[src/design/rgb565_blitter_with_key_and_alpha_assert.svh]
// Assertion macros shared by the blitter RTL.
// Assertions compile only when SYNTHESIS is not defined; otherwise they vanish.
`ifndef RGB565_BLITTER_WITH_KEY_AND_ALPHA_ASSERT_SVH
`define RGB565_BLITTER_WITH_KEY_AND_ALPHA_ASSERT_SVH
`ifndef SYNTHESIS
// The condition on the right must hold in the same cycle as the one on the left.
`define BLT_ASSERT_SAME(label, clk, rst, pre, post) \
  label: assert property (@(posedge clk) disable iff (rst) (pre) |-> (post)) \
    else $error("blitter assertion failed");
// The condition on the right must hold in the cycle after the one on the left.
`define BLT_ASSERT_NEXT(label, clk, rst, pre, post) \
  label: assert property (@(posedge clk) disable iff (rst) (pre) |=> (post)) \
    else $error("blitter assertion failed");
`else
`define BLT_ASSERT_SAME(label, clk, rst, pre, post)
`define BLT_ASSERT_NEXT(label, clk, rst, pre, post)
`endif
`endif

[src/design/rgbblt_pkg.sv]
// Shared constants of the RGB565 blitter: field widths, command and register codes.
// No dependencies.
`default_nettype none

package rgbblt_pkg;

  localparam int WIDTH_DEF  = 256;
  localparam int HEIGHT_DEF = 256;

  localparam int STORE_AW    = 16;
  localparam int STORE_DEPTH = 1 << STORE_AW;

  localparam int PIX_W   = 16;
  localparam int CMD_W   = 3;
  localparam int ALPHA_W = 8;
  localparam int POS_W   = 8;
  localparam int SIZE_W  = 9;

  localparam int PADDR_W = 5;
  localparam int PDATA_W = 32;
  localparam int REG_IDX_W = 3;

  localparam logic [CMD_W-1:0] CMD_FILL   = 3'd0;
  localparam logic [CMD_W-1:0] CMD_COPY   = 3'd1;
  localparam logic [CMD_W-1:0] CMD_KBLEND = 3'd2;
  localparam logic [CMD_W-1:0] CMD_CBLEND = 3'd3;
  localparam logic [CMD_W-1:0] CMD_SCAN   = 3'd4;

  localparam logic [REG_IDX_W-1:0] REG_KEY   = 3'd0;
  localparam logic [REG_IDX_W-1:0] REG_ALPHA = 3'd1;
  localparam logic [REG_IDX_W-1:0] REG_FG    = 3'd2;
  localparam logic [REG_IDX_W-1:0] REG_RX    = 3'd3;
  localparam logic [REG_IDX_W-1:0] REG_RY    = 3'd4;
  localparam logic [REG_IDX_W-1:0] REG_RW    = 3'd5;
  localparam logic [REG_IDX_W-1:0] REG_RH    = 3'd6;

endpackage

`default_nettype wire

[src/design/rgbblt_blend.sv]
// Per-channel RGB565 alpha mix: registers the weighted sums, then divides by 255.
// Depends on rgbblt_pkg.
`default_nettype none

module rgbblt_blend import rgbblt_pkg::*; (
  input  logic               clk,
  input  logic               load,
  input  logic [PIX_W-1:0]   bg,
  input  logic [PIX_W-1:0]   fg,
  input  logic [ALPHA_W-1:0] alpha,
  output logic [PIX_W-1:0]   result
);

  localparam int SUM_W = 14;

  // Floor of s/255 for s below 64*255, without a divider.
  function automatic logic [5:0] div255(input logic [SUM_W-1:0] s);
    logic [SUM_W:0] t;
    t = {1'b0, s} + (SUM_W+1)'(s[SUM_W-1:8]) + (SUM_W+1)'(1);
    return t[SUM_W-1:8];
  endfunction

  logic [ALPHA_W-1:0] alpha_inv;
  logic [SUM_W-1:0]   red_sum;
  logic [SUM_W-1:0]   green_sum;
  logic [SUM_W-1:0]   blue_sum;
  logic [5:0]         red_q;
  logic [5:0]         green_q;
  logic [5:0]         blue_q;

  assign alpha_inv = 8'd255 - alpha;

  always_ff @(posedge clk) begin
    if (load) begin
      red_sum   <= SUM_W'(bg[15:11]) * SUM_W'(alpha_inv) + SUM_W'(fg[15:11]) * SUM_W'(alpha);
      green_sum <= SUM_W'(bg[10:5]) * SUM_W'(alpha_inv) + SUM_W'(fg[10:5]) * SUM_W'(alpha);
      blue_sum  <= SUM_W'(bg[4:0]) * SUM_W'(alpha_inv) + SUM_W'(fg[4:0]) * SUM_W'(alpha);
    end
  end

  assign red_q   = div255(red_sum);
  assign green_q = div255(green_sum);
  assign blue_q  = div255(blue_sum);

  assign result = {red_q[4:0], green_q, blue_q[4:0]};

endmodule

`default_nettype wire

[config.mk]
export PLATFORM = sky130hd
export DESIGN_NAME = rgbblt_blend
export DESIGN_NICKNAME = d
export VERILOG_FILES = /design/src/design/rgb565_blitter_with_key_and_alpha_assert.svh /design/src/design/rgbblt_pkg.sv /design/src/design/rgbblt_blend.sv
export SDC_FILE = /design/constraint.sdc
export NUM_CORES = 1
export LEC_CHECK = 0
export ABC_AREA = 1
export BUFFER_PORTS_ARGS = -buffer_cell sky130_fd_sc_hd__buf_2
export CAP_MARGIN = 20
export CELL_PAD_IN_SITES_DETAIL_PLACEMENT = 1
export CELL_PAD_IN_SITES_GLOBAL_PLACEMENT = 1
export CORE_UTILIZATION = 52
export CTS_BUF_LIST = sky130_fd_sc_hd__clkbuf_8
export CTS_CLUSTER_SIZE = 40
export DETAILED_ROUTE_END_ITERATION = 16
export PLACE_DENSITY = 0.95
export SYNTH_ARGS = -nofsm -noshare
export SYNTH_HDL_FRONTEND = slang
export SYNTH_SLANG_ARGS = --single-unit
[constraint.sdc]
create_clock -name clk -period 8.2 [get_ports clk]
set_input_delay 0.82 -clock clk [delete_from_list [all_inputs] [get_ports clk]]
set_output_delay 0.82 -clock clk [all_outputs]
set_load 0.01 [all_outputs]
==> flow_metrics.py <==
metrics = {
    "status": {
        "status": "finished, final reports clean",
    },
    "grt": {
        "grt.met1_usage_pct": 36.8,
        "global_routing_usage_summed_across_all_routing_layers_pct": 34.0,
        "busiest_layer": "met2",
        "grt_start_max_net_pins": 43,
        "grt.met3_usage_pct": 5.58,
        "global_route.usage.met2_pct": 61.2,
        "grt_first_pass_wirelength_um": 56500,
        "grt_pass1_vias": 11300,
        "antenna_found_initial": 1,
        "global_route.overflow_total": 0,
    },
    "hold_path": {
        "timing.hold.worst.class": "input pin to flop",
        "timing.hold.worst_path_depth": 3,
        "hold_path.startpoint": "fg[0]",
        "holdPathEnd": "blue_sum[0]$_DFFE_PP_",
    },
    "floorplanning": {
        "design.die.area_um2": 22000,
        "design.core.area_um2": 21000,
        "fp-row-count": 53,
        "boundaryPins": 58,
        "initial_core_util_pct": 52.9,
        "die_w_um": 148,
        "die_h_um": 148,
    },
    "clock_network": {
        "cts_tree": "yes",
        "post_cts_resized": 0,
        "clock_tree.root_cell": "clkbuf_8",
        "clock_sinks": 42,
        "postCtsSetupRepairBufs": 0,
        "clk_transition_reported_paths_ns": 0.11,
        "cts_max_level": 2,
        "max_root_sink_buffers": 2,
        "cts_buffers": 5,
        "cts_hold_repair.buffers": 0,
    },
    "yosys": {
        "synth_area_um2": 11100,
        "yosysUniqueCellTypes": 30,
        "synth.largest_area_cell": "fa_1",
        "synth_largest_type_area_fraction_pct": 32.0,
        "synth_area_per_cell_um2": 7.38,
        "yosys_register_bits": 42,
        "synth.most_common_cell": "nand2_1",
        "dominant_register_cell_in_the_synthesized_netlist": "edfxtp_1",
        "synth.yosys.seq_area_share_pct": 11.3,
        "synthArstFlopShare_pct": 0,
        "netlist_top_cells_count": "nand2_1 (442), inv_1 (403), fa_1 (178), ha_1 (122), nor2_1 (110)",
        "edff_count_synth": 42,
        "number_of_warnings_issued_by_yosys": 0,
        "synth_top_cells_by_area": "fa_1 (32%), nand2_1 (15%), ha_1 (14%)",
        "syn-instance-count": 1507,
    },
    "routing": {
        "wl_um": 35300,
        "antenna_left": 0,
        "drt_iter0_drc": 523,
        "drc": 0,
        "routed_wire_length_per_instance_um": 19.5,
        "drtPass1Iterations": 5,
        "vias": 9968,
        "drt-vias-per-instance": 5.51,
    },
    "place": {
        "dpl_worst_slack_ns": 2.23,
        "dpl.hpwl_um": 28500,
        "placed_cell_area_um2": 11600,
        "io_buffers": 57,
        "globalplace.congestion": 0.958,
    },
    "power": {
        "total_leakage_power_uw": 0.00705,
        "power_density_nw_per_um2": 386,
        "ir_drop_mv": 0.236,
    },
    "layout": {
        "fillers": 2776,
        "finish.instance_area_um2": 11700,
        "fraction_of_layout_cells_with_a_size_suffix_above_1_pct": 4.96,
        "multiInputGateArea_um2": 8180,
        "seqCellArea_um2": 1260,
        "final_nets": 1874,
        "area_growth_pct": 4.96,
    },
    "setup_path": {
        "worst-path-max-fanout": 21,
        "path_cells": "buf_2, inv_1, nand2_1, fa_1, inv_1, fa_1, fa_1, fa_1, inv_1, fa_1, inv_1, ha_1, a21oi_1, nor2_1, nor2_1, nand3_1, nand2_1, nand2_1",
        "cpPeakStageDelay_ns": 0.62,
        "cp_data_arrival_time_ns": 5.94,
        "worst_setup_path_start_kind": "input pin",
        "critical_path_required_ns": 8.30,
        "critical_path.endpoint_type": "flop",
        "critical_path.most_common_cell": "fa_1",
        "timing_worst_setup_path_type": "input pin to flop",
        "crit_slowest_cell": "fa_1",
    },
    "sta": {
        "hold_violations": 0,
        "setup_viol_count_final": 0,
        "worstMarginPinSlew_ns": 1.12,
        "drv_slew": 0,
        "slew_headroom_pct": 25.4,
        "period_share_pct": 71.2,
        "unrepaired_setup_endpoints_after_global_routing": "false",
        "fin_tns_setup_ns": 0,
        "achievable-frequency_ghz": 0.171,
        "period_needed_ns": 5.84,
        "fin_ws_ns": 2.36,
    },
    "job": {
        "max_cap_viol_count": 0,
    },
}
## layout make-up
cell class / count / area share (%)
multi-input cells: 1021 / 70.0
clock buffers: 5 / 0.589
clock inverters: 3 / 0.161
inverters: 405 / 13.0
well taps: 275 / 2.95
flip-flops and latches: 42 / 10.8
diodes: 1 / 0.0214
repair buffers: 57 / 2.44
## worst max-delay path: cells and delay by family
| kind | cells | cell delay [ns] |
|---|---|---|
| compound gates | 1 | 0.32 |
| fa+ha+maj | 6 | 3.03 |
| buf+inv | 5 | 1.00 |
| simple gates | 6 | 0.75 |
## flip-flops by register name (all words and copies together), names as in the netlist
signal / count
blue_sum: 14
green_sum: 14
red_sum: 14
## logic make-up after synthesis
| logic type | share of synthesized area (%) |
|---|---|
| compound gates | 2.75 |
| other cells | 0.0337 |
| flops | 11.3 |
| xor+xnor | 2.13 |
| buf+inv | 15.2 |
| fa+ha+maj | 45.7 |
| simple gates | 22.8 |
## through the flow
step	hold slack (ns)	util, %	power (µW)	std cells
2_1_floorplan	0.932	-	3120	1509
3_3_place_gp	1.25	55.1	3840	1800
3_5_place_dp	1.29	55.1	4220	1800
4_1_cts	0.941	55.5	4450	1808
5_1_grt	0.977	55.6	4920	1809
6_report	0.957	55.6	4510	1809
## cells in the final DEF, fill, tap and decap left out, drive strengths merged
| master | count |
|---|---|
| diode | 1 |
| edfxtp | 42 |
| fa | 178 |
| nor3 | 3 |
| o21ai | 17 |
| ha | 122 |
| nand2 | 445 |
| a21oi | 32 |
| nand4 | 17 |
| clkbuf | 5 |
| a21o | 4 |
| xor2 | 18 |
| clkinv | 3 |
| conb | 3 |
| nand3b | 4 |
| xnor2 | 9 |
| o21bai | 4 |
| buf | 57 |
| inv | 405 |
| nor2 | 111 |
| nand3 | 50 |
| or2 | 4 |
## where the power goes
group	leakage, µW	switching [µW]	internal [µW]	total (µW)
registers	0.000410	92.9	485	578
logic	0.00659	2430	1340	3770
clock network	0.0000483	98.2	60.4	159
total	0.00705	2620	1890	4510
## metal layers
metal,vias up,share of wire [%]
met1,4876,36
met2,456,51
met5,-,0
met4,0,6.7
li1,4463,-
met3,173,6.3
## worst max path at each step
stage | start | endpoint | slack, ns | cells past startpoint
6_report | alpha[6] | blue_sum[10]$_DFFE_PP_ | 2.36 | 18
3_3_place_gp | alpha[5] | blue_sum[11]$_DFFE_PP_ | 2.55 | 18
2_1_floorplan | alpha[0] | blue_sum[11]$_DFFE_PP_ | 3.14 | 19
5_1_grt | alpha[6] | blue_sum[10]$_DFFE_PP_ | 2.23 | 18
3_5_place_dp | alpha[1] | green_sum[10]$_DFFE_PP_ | 2.23 | 18
4_1_cts | alpha[6] | blue_sum[10]$_DFFE_PP_ | 2.47 | 18
Power figures use the tool's default switching activity.
